`config.mk`:
```
export PLATFORM = sky130hd
export DESIGN_NAME = block_permutation_192_flat
export DESIGN_NICKNAME = d
export VERILOG_FILES = /design/src/rtl/bp192_pkg.sv /design/src/rtl/bp192_if.sv /design/src/rtl/block_permutation_192.sv /design/src/rtl/bp192_step_unit.sv /design/src/rtl/bp192_seq.sv /design/src/flat_wrapper.sv
export VERILOG_INCLUDE_DIRS = /design/src /design/src/rtl
export SDC_FILE = /design/constraint.sdc
export NUM_CORES = 2
export LEC_CHECK = 0
export BUFFER_PORTS_ARGS = -buffer_cell sky130_fd_sc_hd__buf_2
export CAP_MARGIN = 15
export CORE_MARGIN = 5
export CORE_UTILIZATION = 35
export DETAILED_ROUTE_END_ITERATION = 10
export PLACE_DENSITY = 0.57
export SYNTH_ARGS = -nofsm -noshare
export SYNTH_HDL_FRONTEND = slang
export SYNTH_SLANG_ARGS = --single-unit
```
`constraint.sdc`:
```
create_clock -name clock -period 9.2 [get_ports clock]
set_input_delay 1.84 -clock clock [delete_from_list [all_inputs] [get_ports clock]]
set_output_delay 1.84 -clock clock [all_outputs]
set_load 0.1 [all_outputs]
```
`src/rtl/block_permutation_192_macros.svh`:
```
// assertion macros for the block_permutation_192 design
// included by files that carry concurrent checks, no other dependencies
`ifndef BLOCK_PERMUTATION_192_MACROS_SVH
`define BLOCK_PERMUTATION_192_MACROS_SVH

// same-cycle implication, disabled during reset
`define BP_ASSERT_SAME(label, clk, rst, ante, cons, msg) \
   label: assert property (@(posedge clk) disable iff (rst) (ante) |-> (cons)) \
      else $error(msg);

// next-cycle implication, disabled during reset
`define BP_ASSERT_NEXT(label, clk, rst, ante, cons, msg) \
   label: assert property (@(posedge clk) disable iff (rst) (ante) |=> (cons)) \
      else $error(msg);

`endif

```
`src/rtl/bp192_pkg.sv`:
```
// shared types, constants and mixing functions of the 192-bit permutation
// no dependencies; used by the step unit, the sequencer and the top level
`timescale 1ns / 1ps

package bp192_pkg;

   localparam int HALF_WORDS_DEF = 3;
   localparam int WORD_W         = 32;
   localparam int MAX_ROUNDS     = 13;
   localparam int RND_W          = 4;
   localparam int STEPS          = 10;
   localparam int STEP_W         = 4;
   localparam int RCON_N         = 26;

   // one sub-step of a round, in forward order
   typedef enum logic [STEP_W-1:0] {
      OP_LIN_A,
      OP_LIN_FIRST,
      OP_LIN_SPREAD,
      OP_LIN_LAST,
      OP_LIN_B,
      OP_INJECT,
      OP_ROT_R,
      OP_MIXB_L,
      OP_MIXB_R,
      OP_ROT_L
   } step_op_type;

   typedef enum logic [1:0] {
      ST_IDLE,
      ST_RUN,
      ST_DONE
   } seq_state_type;

   // control from the sequencer to the datapath
   typedef struct packed {
      logic             load;
      logic             step;
      step_op_type      op;
      logic [RND_W-1:0] rnd;
   } ctl_type;

   // shift amount tables
   localparam logic [4:0] SH_A [16] = '{5'd1, 5'd9, 5'd12, 5'd5, 5'd11, 5'd15, 5'd13, 5'd3,
                                        5'd16, 5'd6, 5'd4, 5'd8, 5'd14, 5'd7, 5'd10, 5'd2};
   localparam logic [4:0] SH_B [16] = '{5'd8, 5'd12, 5'd10, 5'd6, 5'd15, 5'd5, 5'd2, 5'd3,
                                        5'd16, 5'd1, 5'd14, 5'd4, 5'd13, 5'd9, 5'd7, 5'd11};
   localparam logic [4:0] SH_E [16] = '{5'd6, 5'd5, 5'd10, 5'd2, 5'd12, 5'd15, 5'd3, 5'd11,
                                        5'd8, 5'd16, 5'd4, 5'd7, 5'd1, 5'd9, 5'd14, 5'd13};
   localparam logic [4:0] SH_H [16] = '{5'd10, 5'd12, 5'd15, 5'd5, 5'd11, 5'd2, 5'd3, 5'd13,
                                        5'd6, 5'd16, 5'd1, 5'd8, 5'd14, 5'd4, 5'd7, 5'd9};
   localparam logic [4:0] SH_V [16] = '{5'd7, 5'd10, 5'd14, 5'd16, 5'd15, 5'd2, 5'd13, 5'd11,
                                        5'd8, 5'd6, 5'd1, 5'd4, 5'd3, 5'd5, 5'd9, 5'd12};
   localparam logic [4:0] SH_W [16] = '{5'd6, 5'd9, 5'd12, 5'd16, 5'd11, 5'd4, 5'd2, 5'd14,
                                        5'd5, 5'd1, 5'd15, 5'd8, 5'd3, 5'd7, 5'd10, 5'd13};

   // round constants, two per round
   localparam logic [WORD_W-1:0] RCON [RCON_N] = '{
      32'h100cd809, 32'h8cc76981, 32'hbbfdf360, 32'hef5210ad, 32'h14deb5c6, 32'h035e2f35,
      32'h1b5e8771, 32'h527b79bf, 32'h55b5b64c, 32'h463314df, 32'h3aee3d1a, 32'h05221a65,
      32'h9a550a2d, 32'hee3ed3bb, 32'h75e0a6f4, 32'h1d12d04e, 32'h7f895ac6, 32'h86a82676,
      32'h49855833, 32'hf96a8950, 32'h9b15d051, 32'h004381ad, 32'hc58fe08b, 32'ha40763e1,
      32'h29254a93, 32'he4cf79bb};

   // round constant lookup, unused codes read as zero
   function automatic logic [WORD_W-1:0] rcon_at(input logic [RND_W:0] idx);
      logic [WORD_W-1:0] v;
      v = '0;
      if (idx < 5'(RCON_N)) begin
         v = RCON[idx];
      end
      return v;
   endfunction

   // shift-xor diffusion with inverted right term
   function automatic logic [WORD_W-1:0] dif_n(input logic [WORD_W-1:0] x,
                                               input logic [3:0] i);
      logic [WORD_W-1:0] nx;
      nx = ~x;
      return (nx >> SH_V[i]) ^ (x << SH_W[i]) ^ x;
   endfunction

   function automatic logic [WORD_W-1:0] dif_t(input logic [WORD_W-1:0] x,
                                               input logic [4:0] r, input logic [4:0] l);
      return (x >> r) ^ (x << l) ^ x;
   endfunction

   function automatic logic [WORD_W-1:0] dif_p(input logic [WORD_W-1:0] x,
                                               input logic [4:0] r, input logic [4:0] l);
      return (x >> r) ^ (x << l);
   endfunction

endpackage

```
`src/rtl/bp192_if.sv`:
```
// channel interfaces of the permutation block: request, response, csr write
// depends on nothing
`timescale 1ns / 1ps

interface bp192_req_if;
   logic        valid;
   logic        ready;
   logic        opcode;
   logic [31:0] in_word0;
   logic [31:0] in_word1;
   logic [31:0] in_word2;
   logic [31:0] in_word3;
   logic [31:0] in_word4;
   logic [31:0] in_word5;
   modport source (output valid, opcode, in_word0, in_word1, in_word2, in_word3, in_word4,
                   in_word5, input ready);
   modport sink (input valid, opcode, in_word0, in_word1, in_word2, in_word3, in_word4,
                 in_word5, output ready);
endinterface

interface bp192_rsp_if;
   logic        valid;
   logic        ready;
   logic [31:0] out_word0;
   logic [31:0] out_word1;
   logic [31:0] out_word2;
   logic [31:0] out_word3;
   logic [31:0] out_word4;
   logic [31:0] out_word5;
   modport source (output valid, out_word0, out_word1, out_word2, out_word3, out_word4,
                   out_word5, input ready);
   modport sink (input valid, out_word0, out_word1, out_word2, out_word3, out_word4,
                 out_word5, output ready);
endinterface

interface bp192_csr_if;
   logic       valid;
   logic       ready;
   logic [3:0] round_count;
   modport source (output valid, round_count, input ready);
   modport sink (input valid, round_count, output ready);
endinterface

```
`src/rtl/block_permutation_192.sv`:
```
// Keyless 192-bit block permutation, forward or inverse, round-iterative.
// Channels: req_if takes an opcode (0 forward, 1 inverse) and six 32-bit words;
// rsp_if returns the six permuted words; csr_if writes the round count
// (0..15, values above 13 saturate to 13, reset value 13), always ready.
// Each round is ten sub-steps (five linear-layer steps, constant injection,
// four Feistel branch steps), executed one per cycle by a single shared step
// unit over the state register under a small sequencer.
// Each request is loaded into the state register, stepped through round_count
// rounds and then offered as the response; zero rounds gives a pass-through
// response the cycle after acceptance. The state register doubles as the
// output register, so a new request is not taken before its predecessor's
// response; it is taken in the same cycle that response is.
// While the receiver stalls the result is held and no request is accepted.
// Reset returns the sequencer to idle and the round count to 13.
// depends on bp192_pkg, bp192_if, bp192_seq, bp192_step_unit and the macros
`timescale 1ns / 1ps
`include "block_permutation_192_macros.svh"

module block_permutation_192 import bp192_pkg::*; #(
   parameter int HALF_WORDS = HALF_WORDS_DEF
) (
   input logic          clock,
   input logic          reset,
   bp192_req_if.sink    req_if,
   bp192_rsp_if.source  rsp_if,
   bp192_csr_if.sink    csr_if
);

   localparam int NW = 2 * HALF_WORDS;

   logic [RND_W-1:0]             rcount_ff, rcount_in;
   logic [NW-1:0][WORD_W-1:0]    words_ff, words_in;
   logic [NW-1:0][WORD_W-1:0]    step_out;
   logic [NW-1:0][WORD_W-1:0]    load_words;
   ctl_type                      ctl;
   logic                         req_ready;
   logic                         rsp_valid;
   logic                         zero_rounds;

   // round count register, saturated on write
   assign csr_if.ready = 1'b1;
   always_comb begin
      rcount_in = rcount_ff;
      if (csr_if.valid) begin
         rcount_in = (csr_if.round_count > RND_W'(MAX_ROUNDS)) ? RND_W'(MAX_ROUNDS)
                                                               : csr_if.round_count;
      end
   end

   always_ff @(posedge clock) begin
      if (reset) begin
         rcount_ff <= RND_W'(MAX_ROUNDS);
      end else begin
         rcount_ff <= rcount_in;
      end
   end

   // sequencer
   bp192_seq u_seq (
      .clock       (clock),
      .reset       (reset),
      .req_valid   (req_if.valid),
      .req_opcode  (req_if.opcode),
      .rsp_ready   (rsp_if.ready),
      .round_count (rcount_ff),
      .req_ready   (req_ready),
      .rsp_valid   (rsp_valid),
      .ctl         (ctl)
   );

   assign req_if.ready = req_ready;
   assign rsp_if.valid = rsp_valid;

   // shared step unit
   bp192_step_unit #(
      .HALF_WORDS (HALF_WORDS)
   ) u_step (
      .op  (ctl.op),
      .rnd (ctl.rnd),
      .s_i (words_ff),
      .s_o (step_out)
   );

   // incoming block, words past the sixth start at zero
   always_comb begin
      load_words    = '0;
      load_words[0] = req_if.in_word0;
      load_words[1] = req_if.in_word1;
      load_words[2] = req_if.in_word2;
      load_words[3] = req_if.in_word3;
      load_words[4] = req_if.in_word4;
      load_words[5] = req_if.in_word5;
   end

   // state register, also holds the result
   always_comb begin
      words_in = words_ff;
      if (ctl.load) begin
         words_in = load_words;
      end else if (ctl.step) begin
         words_in = step_out;
      end
   end

   always_ff @(posedge clock) begin
      words_ff <= words_in;
   end

   assign rsp_if.out_word0 = words_ff[0];
   assign rsp_if.out_word1 = words_ff[1];
   assign rsp_if.out_word2 = words_ff[2];
   assign rsp_if.out_word3 = words_ff[3];
   assign rsp_if.out_word4 = words_ff[4];
   assign rsp_if.out_word5 = words_ff[5];

   // checks
   assign zero_rounds = (rcount_ff == '0);

   `BP_ASSERT_SAME(a_hold_result, clock, reset, rsp_valid, !ctl.step, "result stepped")
   `BP_ASSERT_NEXT(a_rounds_busy, clock, reset, ctl.load && !zero_rounds, !rsp_valid, "early result")
   `BP_ASSERT_NEXT(a_zero_pass, clock, reset, ctl.load && zero_rounds, rsp_valid, "no pass-through")

endmodule

```
`src/rtl/bp192_step_unit.sv`:
```
// shared round datapath: applies one sub-step of a round to the whole state
// depends on bp192_pkg
`timescale 1ns / 1ps

module bp192_step_unit import bp192_pkg::*; #(
   parameter int HALF_WORDS = HALF_WORDS_DEF
) (
   input  step_op_type                              op,
   input  logic [RND_W-1:0]                         rnd,
   input  logic [2*HALF_WORDS-1:0][WORD_W-1:0]      s_i,
   output logic [2*HALF_WORDS-1:0][WORD_W-1:0]      s_o
);

   localparam int NW = 2 * HALF_WORDS;

   logic [WORD_W-1:0]                    mid;
   logic [HALF_WORDS-1:0][WORD_W-1:0]    mix_src;
   logic [HALF_WORDS-1:0][WORD_W-1:0]    mix_x;
   logic [HALF_WORDS-1:0][WORD_W-1:0]    mix;
   logic [WORD_W-1:0]                    mix_c;
   logic [WORD_W-1:0]                    mix_d;
   logic [WORD_W-1:0]                    sp_c;
   logic [WORD_W-1:0]                    sp_t0;
   logic [WORD_W-1:0]                    sp_t1;

   // xor of the inner words from word 2 to word NW-2
   always_comb begin
      mid = '0;
      for (int i = 2; i <= NW - 2; i++) begin
         mid = mid ^ s_i[i];
      end
   end

   // shared mixb: source half is the right half when it feeds the left
   always_comb begin
      for (int k = 0; k < HALF_WORDS; k++) begin
         mix_src[k] = (op == OP_MIXB_L) ? s_i[HALF_WORDS + k] : s_i[k];
      end
      mix_c = dif_n(mix_src[HALF_WORDS-1], 4'd10) ^ dif_n(mix_src[0], 4'd11);
      mix_d = dif_p(mix_c, SH_V[0], SH_W[0]);
      for (int k = 0; k < HALF_WORDS; k++) begin
         mix_x[k] = mix_src[k] ^ dif_p(mix_d, SH_B[k], SH_H[k]);
      end
      for (int k = 0; k < HALF_WORDS; k++) begin
         mix[k] = ~mix_x[(k + 1 >= HALF_WORDS) ? k + 1 - HALF_WORDS : k + 1]
                  & mix_x[(k + 2 >= HALF_WORDS) ? k + 2 - HALF_WORDS : k + 2];
      end
   end

   // spread terms of the linear layer
   always_comb begin
      sp_c  = dif_n(s_i[0], 4'd4) ^ dif_n(s_i[NW-1], 4'd5);
      sp_t0 = dif_t(sp_c, SH_V[0], SH_W[0]);
      sp_t1 = dif_t(sp_c, SH_V[1], SH_W[1]);
   end

   // sub-step select
   always_comb begin
      s_o = s_i;
      unique case (op)
         OP_LIN_A: begin
            s_o[NW-1] = s_i[NW-1] ^ dif_n(s_i[0], 4'd0);
         end
         OP_LIN_FIRST: begin
            s_o[0] = s_i[0] ^ dif_n(dif_n(s_i[NW-1], 4'd1) ^ dif_n(s_i[1], 4'd2) ^ mid, 4'd3);
         end
         OP_LIN_SPREAD: begin
            for (int k = 1; k <= NW - 2; k++) begin
               s_o[k] = s_i[k] ^ dif_t(((k % 2) == 1) ? sp_t1 : sp_t0,
                                       SH_E[k / 2], SH_A[k / 2]);
            end
         end
         OP_LIN_LAST: begin
            s_o[NW-1] = s_i[NW-1]
                        ^ dif_n(dif_n(s_i[NW-2], 4'd6) ^ dif_n(s_i[0], 4'd7) ^ mid, 4'd8);
         end
         OP_LIN_B: begin
            s_o[0] = s_i[0] ^ dif_n(s_i[NW-1], 4'd9);
         end
         OP_INJECT: begin
            s_o[0]          = s_i[0] ^ rcon_at({rnd, 1'b0});
            s_o[HALF_WORDS] = s_i[HALF_WORDS] ^ WORD_W'(HALF_WORDS) ^ rcon_at({rnd, 1'b1});
         end
         OP_ROT_R: begin
            for (int i = 0; i < HALF_WORDS; i++) begin
               s_o[HALF_WORDS + i] = s_i[HALF_WORDS + i]
                                     ^ s_i[(i + 1 == HALF_WORDS) ? 0 : i + 1];
            end
         end
         OP_MIXB_L: begin
            for (int i = 0; i < HALF_WORDS; i++) begin
               s_o[i] = s_i[i] ^ mix[i];
            end
         end
         OP_MIXB_R: begin
            for (int i = 0; i < HALF_WORDS; i++) begin
               s_o[HALF_WORDS + i] = s_i[HALF_WORDS + i] ^ mix[i];
            end
         end
         OP_ROT_L: begin
            for (int i = 0; i < HALF_WORDS; i++) begin
               s_o[i] = s_i[i] ^ s_i[HALF_WORDS + ((i + 1 == HALF_WORDS) ? 0 : i + 1)];
            end
         end
         default: begin
            s_o = s_i;
         end
      endcase
   end

endmodule

```
`src/rtl/bp192_seq.sv`:
```
// round sequencer: walks ten sub-steps per round, forward or reversed
// depends on bp192_pkg
`timescale 1ns / 1ps

module bp192_seq import bp192_pkg::*; (
   input  logic             clock,
   input  logic             reset,
   input  logic             req_valid,
   input  logic             req_opcode,
   input  logic             rsp_ready,
   input  logic [RND_W-1:0] round_count,
   output logic             req_ready,
   output logic             rsp_valid,
   output ctl_type          ctl
);

   seq_state_type     state_ff, state_in;
   logic [STEP_W-1:0] step_ff, step_in;
   logic [RND_W-1:0]  rnd_ff, rnd_in;
   logic [RND_W-1:0]  cnt_ff, cnt_in;
   logic              inv_ff, inv_in;
   logic              load;
   logic              last_step;
   logic [STEP_W-1:0] op_idx;

   assign last_step = (step_ff == STEP_W'(STEPS - 1));
   assign load      = req_valid && req_ready;

   // sub-step order is reversed for the inverse
   assign op_idx = inv_ff ? (STEP_W'(STEPS - 1) - step_ff) : step_ff;

   // next state
   always_comb begin
      state_in = state_ff;
      unique case (state_ff)
         ST_IDLE: begin
            if (req_valid) begin
               state_in = (round_count == '0) ? ST_DONE : ST_RUN;
            end
         end
         ST_RUN: begin
            if (last_step && cnt_ff == RND_W'(1)) begin
               state_in = ST_DONE;
            end
         end
         ST_DONE: begin
            if (rsp_ready) begin
               if (req_valid) begin
                  state_in = (round_count == '0) ? ST_DONE : ST_RUN;
               end else begin
                  state_in = ST_IDLE;
               end
            end
         end
         default: begin
            state_in = ST_IDLE;
         end
      endcase
   end

   // outputs
   always_comb begin
      req_ready = 1'b0;
      rsp_valid = 1'b0;
      ctl.step  = 1'b0;
      ctl.op    = step_op_type'(op_idx);
      ctl.rnd   = rnd_ff;
      unique case (state_ff)
         ST_IDLE: begin
            req_ready = 1'b1;
         end
         ST_RUN: begin
            ctl.step = 1'b1;
         end
         ST_DONE: begin
            rsp_valid = 1'b1;
            req_ready = rsp_ready;
         end
         default: begin
            req_ready = 1'b0;
         end
      endcase
      ctl.load = req_valid && req_ready;
   end

   // step, round and remaining-round counters
   always_comb begin
      step_in = step_ff;
      rnd_in  = rnd_ff;
      cnt_in  = cnt_ff;
      inv_in  = inv_ff;
      if (load) begin
         inv_in  = req_opcode;
         step_in = '0;
         cnt_in  = round_count;
         rnd_in  = req_opcode ? (round_count - RND_W'(1)) : '0;
      end else if (state_ff == ST_RUN) begin
         if (last_step) begin
            step_in = '0;
            cnt_in  = cnt_ff - RND_W'(1);
            rnd_in  = inv_ff ? (rnd_ff - RND_W'(1)) : (rnd_ff + RND_W'(1));
         end else begin
            step_in = step_ff + STEP_W'(1);
         end
      end
   end

   always_ff @(posedge clock) begin
      if (reset) begin
         state_ff <= ST_IDLE;
         step_ff  <= '0;
         rnd_ff   <= '0;
         cnt_ff   <= '0;
         inv_ff   <= 1'b0;
      end else begin
         state_ff <= state_in;
         step_ff  <= step_in;
         rnd_ff   <= rnd_in;
         cnt_ff   <= cnt_in;
         inv_ff   <= inv_in;
      end
   end

endmodule
```
`src/flat_wrapper.sv`:
```
// flat-port wrapper written by rule: the top's interface ports become plain ports
module block_permutation_192_flat import bp192_pkg::*;
#(
   parameter int HALF_WORDS = HALF_WORDS_DEF
)
  (clock, reset, req_if_valid, req_if_opcode, req_if_in_word0, req_if_in_word1, req_if_in_word2, req_if_in_word3, req_if_in_word4, req_if_in_word5, req_if_ready, rsp_if_valid, rsp_if_out_word0, rsp_if_out_word1, rsp_if_out_word2, rsp_if_out_word3, rsp_if_out_word4, rsp_if_out_word5, rsp_if_ready, csr_if_valid, csr_if_round_count, csr_if_ready);
  bp192_req_if req_if_i ();
  bp192_rsp_if rsp_if_i ();
  bp192_csr_if csr_if_i ();
  input logic clock;
  input logic reset;
  input wire logic [$bits(req_if_i.valid)-1:0] req_if_valid;
  input wire logic [$bits(req_if_i.opcode)-1:0] req_if_opcode;
  input wire logic [$bits(req_if_i.in_word0)-1:0] req_if_in_word0;
  input wire logic [$bits(req_if_i.in_word1)-1:0] req_if_in_word1;
  input wire logic [$bits(req_if_i.in_word2)-1:0] req_if_in_word2;
  input wire logic [$bits(req_if_i.in_word3)-1:0] req_if_in_word3;
  input wire logic [$bits(req_if_i.in_word4)-1:0] req_if_in_word4;
  input wire logic [$bits(req_if_i.in_word5)-1:0] req_if_in_word5;
  output wire logic [$bits(req_if_i.ready)-1:0] req_if_ready;
  output wire logic [$bits(rsp_if_i.valid)-1:0] rsp_if_valid;
  output wire logic [$bits(rsp_if_i.out_word0)-1:0] rsp_if_out_word0;
  output wire logic [$bits(rsp_if_i.out_word1)-1:0] rsp_if_out_word1;
  output wire logic [$bits(rsp_if_i.out_word2)-1:0] rsp_if_out_word2;
  output wire logic [$bits(rsp_if_i.out_word3)-1:0] rsp_if_out_word3;
  output wire logic [$bits(rsp_if_i.out_word4)-1:0] rsp_if_out_word4;
  output wire logic [$bits(rsp_if_i.out_word5)-1:0] rsp_if_out_word5;
  input wire logic [$bits(rsp_if_i.ready)-1:0] rsp_if_ready;
  input wire logic [$bits(csr_if_i.valid)-1:0] csr_if_valid;
  input wire logic [$bits(csr_if_i.round_count)-1:0] csr_if_round_count;
  output wire logic [$bits(csr_if_i.ready)-1:0] csr_if_ready;
  assign req_if_i.valid = req_if_valid;
  assign req_if_i.opcode = req_if_opcode;
  assign req_if_i.in_word0 = req_if_in_word0;
  assign req_if_i.in_word1 = req_if_in_word1;
  assign req_if_i.in_word2 = req_if_in_word2;
  assign req_if_i.in_word3 = req_if_in_word3;
  assign req_if_i.in_word4 = req_if_in_word4;
  assign req_if_i.in_word5 = req_if_in_word5;
  assign req_if_ready = req_if_i.ready;
  assign rsp_if_valid = rsp_if_i.valid;
  assign rsp_if_out_word0 = rsp_if_i.out_word0;
  assign rsp_if_out_word1 = rsp_if_i.out_word1;
  assign rsp_if_out_word2 = rsp_if_i.out_word2;
  assign rsp_if_out_word3 = rsp_if_i.out_word3;
  assign rsp_if_out_word4 = rsp_if_i.out_word4;
  assign rsp_if_out_word5 = rsp_if_i.out_word5;
  assign rsp_if_i.ready = rsp_if_ready;
  assign csr_if_i.valid = csr_if_valid;
  assign csr_if_i.round_count = csr_if_round_count;
  assign csr_if_ready = csr_if_i.ready;
  block_permutation_192 #(.HALF_WORDS(HALF_WORDS)) u_core (.clock(clock), .reset(reset), .req_if(req_if_i), .rsp_if(rsp_if_i), .csr_if(csr_if_i));
endmodule
```
### Word level (Yosys, flattened, before mapping)

Memory sizes are Yosys's and may differ from the RTL's.
Cells that the tools add are included.

| storage, ports and cells | value |
|---|---|
| memories kept | 2 |
| memory bits (writable) | 0 |
| latch bits | 0 |
| logic and storage cells | 189 |
| register bits after elaboration | 211 |
| memory bits (read-only) | 2048 |
| bits of input ports | 202 |

| cells by class | value |
|---|---|
| $mul | 0 |
| reduce and logical (&&, ||, !) cells | 21 |
| $lt $le $gt $ge | 5 |
| muxes and demuxes | 38 |
| $add $sub $neg | 6 |
| equality and inequality tests | 16 |
| bitwise gates (word level) | 89 |
| shift operators | 0 |
| div/mod/pow operators | 0 |

Memories:

| memory | words | bits a word | rd ports | clocked after Yosys merged registers in | write ports | line | text |
|---|---|---|---|---|---|---|---|
| (name not given) | 32 | 32 | 1 | 0 | 0 | bp192_pkg.sv:70 | `v = RCON[idx];` |
| (name not given) | 32 | 32 | 1 | 0 | 0 | bp192_pkg.sv:70 |  |

Operators by type and width:

| operator | number |
|---|---|
| bitwise XOR 32 bit | 50 |
| 2-to-1 mux 192 bit | 2 |
| 2-to-1 mux 32 bit | 11 |
| NOT 32 bit | 11 |
| one-hot mux 32 bit (4 select lines) | 2 |
| one-hot mux 64 bit (3 select lines) | 1 |
| one-hot mux 32 bit (5 select lines) | 1 |
| bitwise XOR 22 x 32 -> 32 bit | 4 |
| AND 32 bit | 3 |
| one-hot mux 32 bit (3 select lines) | 1 |
| bitwise XOR 25 x 32 -> 32 bit | 3 |
| bitwise XOR 24 x 32 -> 32 bit | 2 |
| bitwise XOR 26 x 32 -> 32 bit | 2 |
| bitwise XOR 27 x 32 -> 32 bit | 2 |
| 2-to-1 mux 4 bit | 11 |
| bitwise XOR 16 x 32 -> 32 bit | 1 |
| bitwise XOR 17 x 32 -> 32 bit | 1 |
| bitwise XOR 18 x 32 -> 32 bit | 1 |
| bitwise XOR 19 x 32 -> 32 bit | 1 |
| bitwise XOR 20 x 32 -> 32 bit | 1 |
| bitwise XOR 21 x 32 -> 32 bit | 1 |
| bitwise XOR 28 x 32 -> 32 bit | 1 |
| bitwise XOR 30 x 32 -> 32 bit | 1 |
| bitwise XOR 31 x 32 -> 32 bit | 1 |
| 29 further kinds | 60 |

### Longest topological paths before layout

| depth | value |
|---|---|
| depth after elaboration | 17 |
| gate-level depth with buffers | 17 |
| gate-level depth less buffers | 11 |

### Cells and area by module

From an unflattened synthesis, not the netlist that was laid out.

| unflattened totals | value |
|---|---|
| cell total of the unflattened synthesis | 3435 |
| area, all modules | 33039.2 µm² |

By module, submodules not included:

| module | area each (µm²) | seq. area each (µm²) | cells each | instances |
|---|---|---|---|---|
| bp192_step_unit | 23672.7 | 0.0 | 2889 | 1 |
| block_permutation_192 | 8313.0 | 5845.6 | 424 | 1 |
| bp192_seq | 1053.5 | 300.3 | 122 | 1 |

### Least setup slack after synthesis

OpenSTA, ideal clock, no wires.

| timing path | value |
|---|---|
| path type | input to register |
| start point | input rsp_if_ready |
| end point | register u_core.words_ff, in the netlist u_core.rsp_if.out_word1[0] (enable) |
| cell stages on the path | 6 |
| data arrival time | 5.690 ns |
| setup slack | 3.086 ns |
| buffers on the path | 2 |
| required time | 8.777 ns |
| path through | inv_1 -> a21oi_1 -> nand2_1 -> clkbuf_1 -> clkbuf_1 -> nand2_1 |

| between the ends | value |
|---|---|
| cells in the longest elaborated chain, start to end | 4 |

RTL lines:

| item | line | text |
|---|---|---|
| start, declared | flat_wrapper.sv:28 | `input wire logic [$bits(rsp_if_i.ready)-1:0] rsp_if_ready;` |
| one-hot mux 1 bit (2 select lines) (*) | bp192_seq.sv:68 | `unique case (state_ff)` |
| via req_if_ready | flat_wrapper.sv:20 | `output wire logic [$bits(req_if_i.ready)-1:0] req_if_ready;` |
| logical AND 1 bit (*) | bp192_seq.sv:83 | `ctl.load = req_valid && req_ready;` |
| nonzero test 4 bit (no line) or nonzero test 2 bit (tied branches) | - |  |
| AND reduction 2 bit (no line) (*) | - |  |
| end signal, assigned | block_permutation_192.sv:106 | `words_ff <= words_in;` |
| end, declared | block_permutation_192.sv:32 | `logic [NW-1:0][WORD_W-1:0] words_ff, words_in;` |

Mark *: on every way through the listed nets, which the timed path passes. The rest lies on a longest branch.
A chain may end at the register's enable or synchronous reset.

==> results.txt <==
----------------------------------------------------
[Placement]
  Detailed-placement wirelength estimate ... 201 mm
  Placer's final routability congestion estimate ... 1.11
  DP Worst Slack ... 3.33 ns
  Number of port buffers ... 395

[Global routing]
  Vias in the first global route ... 30900
  GRT Resource Usage Total ... 51.5%
  First-pass GRT wire length ... 332 mm
  Maximum number of pins on one net before global-route repair ... 180
  Global route overflow ... 0
  Number of antenna violations at the first check in global routing ... 25

[Worst setup path]
  Worst setup path end ... u_core.rsp_if.out_word2[27]$_DFFE_PP_
  Reg-to-reg critical path endpoint ... u_core.rsp_if.out_word2[27]$_DFFE_PP_
  Worst Path Max Fanout ... 73
  Required time of the critical path ... 9.57 ns
  Arrival time worst endpoint ... 6.70 ns
  Setup Crit Path Kind ... register to register
  Kind of end point of the critical path ... register
  Crit start category ... register
  Beginning of the critical path ... u_core.u_seq.step_ff[1]$_SDFFE_PP0P_
  Setup slack, reg-to-reg ... 2.87 ns
  Cells on worst reg2reg path ... 11
  Worst reg2reg path startpoint ... u_core.u_seq.step_ff[1]$_SDFFE_PP0P_

[Timing]
  Post-route worst setup slack ... 2.87 ns
  Final hold violation count ... 0
  Total negative slack ... 0 ns
  Clk_skew ... 0.0320 ns
  Pins over their slew limit ... 1
  Max-slew headroom ... -4.51%
  Min Tclk post-route ... 6.33 ns
  Final setup fails ... 0
  Share of the cycle needed by the critical path after routing ... 68.8%
  Highest achievable clock rate ... 158 MHz
  Worst slew pin tran ... 1.57 ns
  Unrepaired setup endpoints after global routing ... no

[Die]
  Chip Width ... 313 microns
  Count of pins on the block boundary ... 397
  Die outline height ... 313 microns
  Row count ... 111
  Effective utilization at floorplan ... 35.1%
  Floorplan core area ... 91400 sq um
  Die area ... 97800 sq um

[Synth]
  Number of enable flip-flop cells after synthesis ... 192
  Area of the mapped netlist ... 32100 sq um
  Sequential share of the synthesized area ... 19.2%
  Top flip-flop cell by instance count after synthesis ... edfxtp_1
  Count of yosys warnings during synthesis ... 0
  Area share of the leading cell type in the synthesized netlist ... 24.4%
  Synth unique cells ... 86
  Post-synth net total ... 3844
  Mapped Cells ... 3618
  Most area-consuming cells after synthesis ... xnor2_1 24%, edfxtp_1 18%, xor2_1 11%, xnor3_1 7.7%, o21ai_0 3.4%
  Share of async-settable or async-resettable flops after synthesis ... 0%
  Register bit count reported by yosys ... 211
  Average footprint of a synthesized cell ... 8.87 sq um
  Area leader, netlist ... xnor2_1

[Drt]
  Total number of vias ... 33800
  Metal1 wirelength ... 98.5 mm
  Post-detailed-route count of antenna-violating nets ... 0
  Detailed-routing iteration count for the pre-antenna-repair pass ... 6
  Top layer used by detailed routing ... met5
  Overall routed net length ... 264 mm
  Metal3 WL ... 37.1 mm
  Met2 wire length ... 100 mm
  Drt first-iter violations ... 6572
  Wire length per cell after detailed routing ... 51.7 microns
  Remaining routing DRC violations ... 0
  Post-detailed-route via-to-cell ratio ... 6.61

[Clocking]
  H-tree levels ... 1
  Count of clock tree sinks ... 211
  Number of buffers created by CTS ... 29
  Clock latency at the later pin of the worst-skew pair ... 0.68 ns
  Post-CTS repair timing setup buffer count ... 0
  Number of buffers between clock root and the deepest sink ... 3
  TritonCTS clock tree ... done
  Clock transition at the registers of the reported paths ... 0.06 ns
  Cts-stage hold buffer count ... 0
  CTS Root Buffer Type ... clkbuf_16
  Number of resized instances in the post-cts repair step ... 0

[Layout]
  Area growth, synth to finish ... 14.5%
  Area taken by multi-input logic gates ... 24300 sq um
  Most common cell after layout, fill and taps aside ... xnor2_1
  Fraction of final layout cells sized beyond drive strength 1 ... 19.7%
  Highest-count cells in the layout ignoring fill and taps ... 890 x xnor2_1, 409 x xor2_1, 395 x buf_2
  Number of fill cells ... 9461
  Net total in the final layout ... 4120
  Register area ... 6150 sq um

[Status]
  Run status ... finished with violations
  Violated checks ... max-slew violations

[Job]
  MaxCap Viol Count ... 0

[Min path]
  Hold Crit Class ... register to register

----------------------------------------------------
-- state kept, by name, summed over array words and instances, names as in the netlist --
register,cells
u_core.u_seq.state_ff,2
u_core.u_seq.rnd_ff,4
u_core.rcount_ff,4
u_core.rsp_if.out_word4,32
u_core.rsp_if.out_word5,32
u_core.u_seq.cnt_ff,4
u_core.rsp_if.out_word1,32
u_core.u_seq.inv_ff,1
u_core.rsp_if.out_word2,32
u_core.rsp_if.out_word0,32
u_core.rsp_if.out_word3,32
u_core.u_seq.step_ff,4
-- how the worst min path moves through the flow --
stage	slack [ns]	cells past startpoint	to	from
2_1_floorplan	0.46	2	u_core.u_seq.cnt_ff[3]$_SDFFE_PP0P_	u_core.u_seq.cnt_ff[3]$_SDFFE_PP0P_
3_5_place_dp	0.48	2	u_core.u_seq.cnt_ff[3]$_SDFFE_PP0P_	u_core.u_seq.cnt_ff[3]$_SDFFE_PP0P_
6_report	0.51	2	u_core.u_seq.cnt_ff[3]$_SDFFE_PP0P_	u_core.u_seq.cnt_ff[3]$_SDFFE_PP0P_
3_3_place_gp	0.48	2	u_core.u_seq.cnt_ff[3]$_SDFFE_PP0P_	u_core.u_seq.cnt_ff[3]$_SDFFE_PP0P_
4_1_cts	0.50	2	u_core.u_seq.cnt_ff[3]$_SDFFE_PP0P_	u_core.u_seq.cnt_ff[3]$_SDFFE_PP0P_
5_1_grt	0.53	2	u_core.u_seq.cnt_ff[3]$_SDFFE_PP0P_	u_core.u_seq.cnt_ff[3]$_SDFFE_PP0P_
-- synthesized netlist by cell type (all sizes together) (7+ instances only) --
library cell    n
a221oi         62
o311ai         10
or3             7
xnor3         114
nor2b          15
inv            20
a32oi          17
o21ai         229
mux2            7
nor3b           8
nor2          200
and3           13
a21boi          7
buf           153
o31ai          17
clkbuf        221
xor3           16
nor3           56
nand2         273
o32ai           7
a21o            9
o22ai          21
a22oi          33
a31oi          37
xnor2         927
o211ai         15
xor2          416
nand2b         13
o221ai          8
dfxtp          19
a222oi         11
mux2i          96
a211oi         25
nand3          42
edfxtp        192
ha             23
a21oi         198
-- per-layer routing --
metal / up-vias / global-route usage [%]
met3: 897 / 21.9
li1: 13000 / -
met2: 3165 / 69.1
met5: - / 1.63
met4: 20 / 41.3
met1: 16800 / 63.8
-- through the flow --
stage / utilization, % / hold WS (ns) / instance area (sq um) / cells
after floorplan: - / 0.463 / 32100 / 3618
after global placement: 39.1 / 0.484 / 35700 / 5042
final: 40.2 / 0.512 / 36700 / 5117
after CTS: 40.1 / 0.497 / 36600 / 5097
after detailed placement: 39.1 / 0.485 / 35700 / 5043
after global routing: 40.2 / 0.528 / 36700 / 5104
-- final cells by class --
class,instances,share of cell area [%]
Timing Repair Buffer,619,10.2
Antenna cell,14,0.0954
Tap cell,1186,4.04
Clock inverter,14,0.225
Multi-Input combinational cell,3011,66.3
Inverter,22,0.225
Sequential cell,211,16.7
Clock buffer,40,2.22
-- critical path, stage by stage, from the launching register on --
cell	delay, ns
dfxtp_1	0.94
clkinv_1	0.55
ha_1	0.61
nand4b_1	0.25
o22ai_4	0.24
buf_12	0.42
mux2i_2	0.77
xnor2_1	0.28
nor2b_1	0.23
a221oi_1	1.28
xor2_1	0.20
a21oi_1	0.09
-- kinds of logic after synthesis --
| family | synth area share [%] |
|---|---|
| DFF | 19.2 |
| xor gates and xnor gates | 47.1 |
| other | 0.0117 |
| and+or+nand+nor | 8.86 |
| adders and majority gates | 0.959 |
| AOI/OAI and AO/OA | 14.9 |
| muxes | 3.54 |
| buffers and inverters | 5.54 |
Power is not shown: default switching activity piles up to over one toggle a cycle in this logic, so the estimate is an artifact.
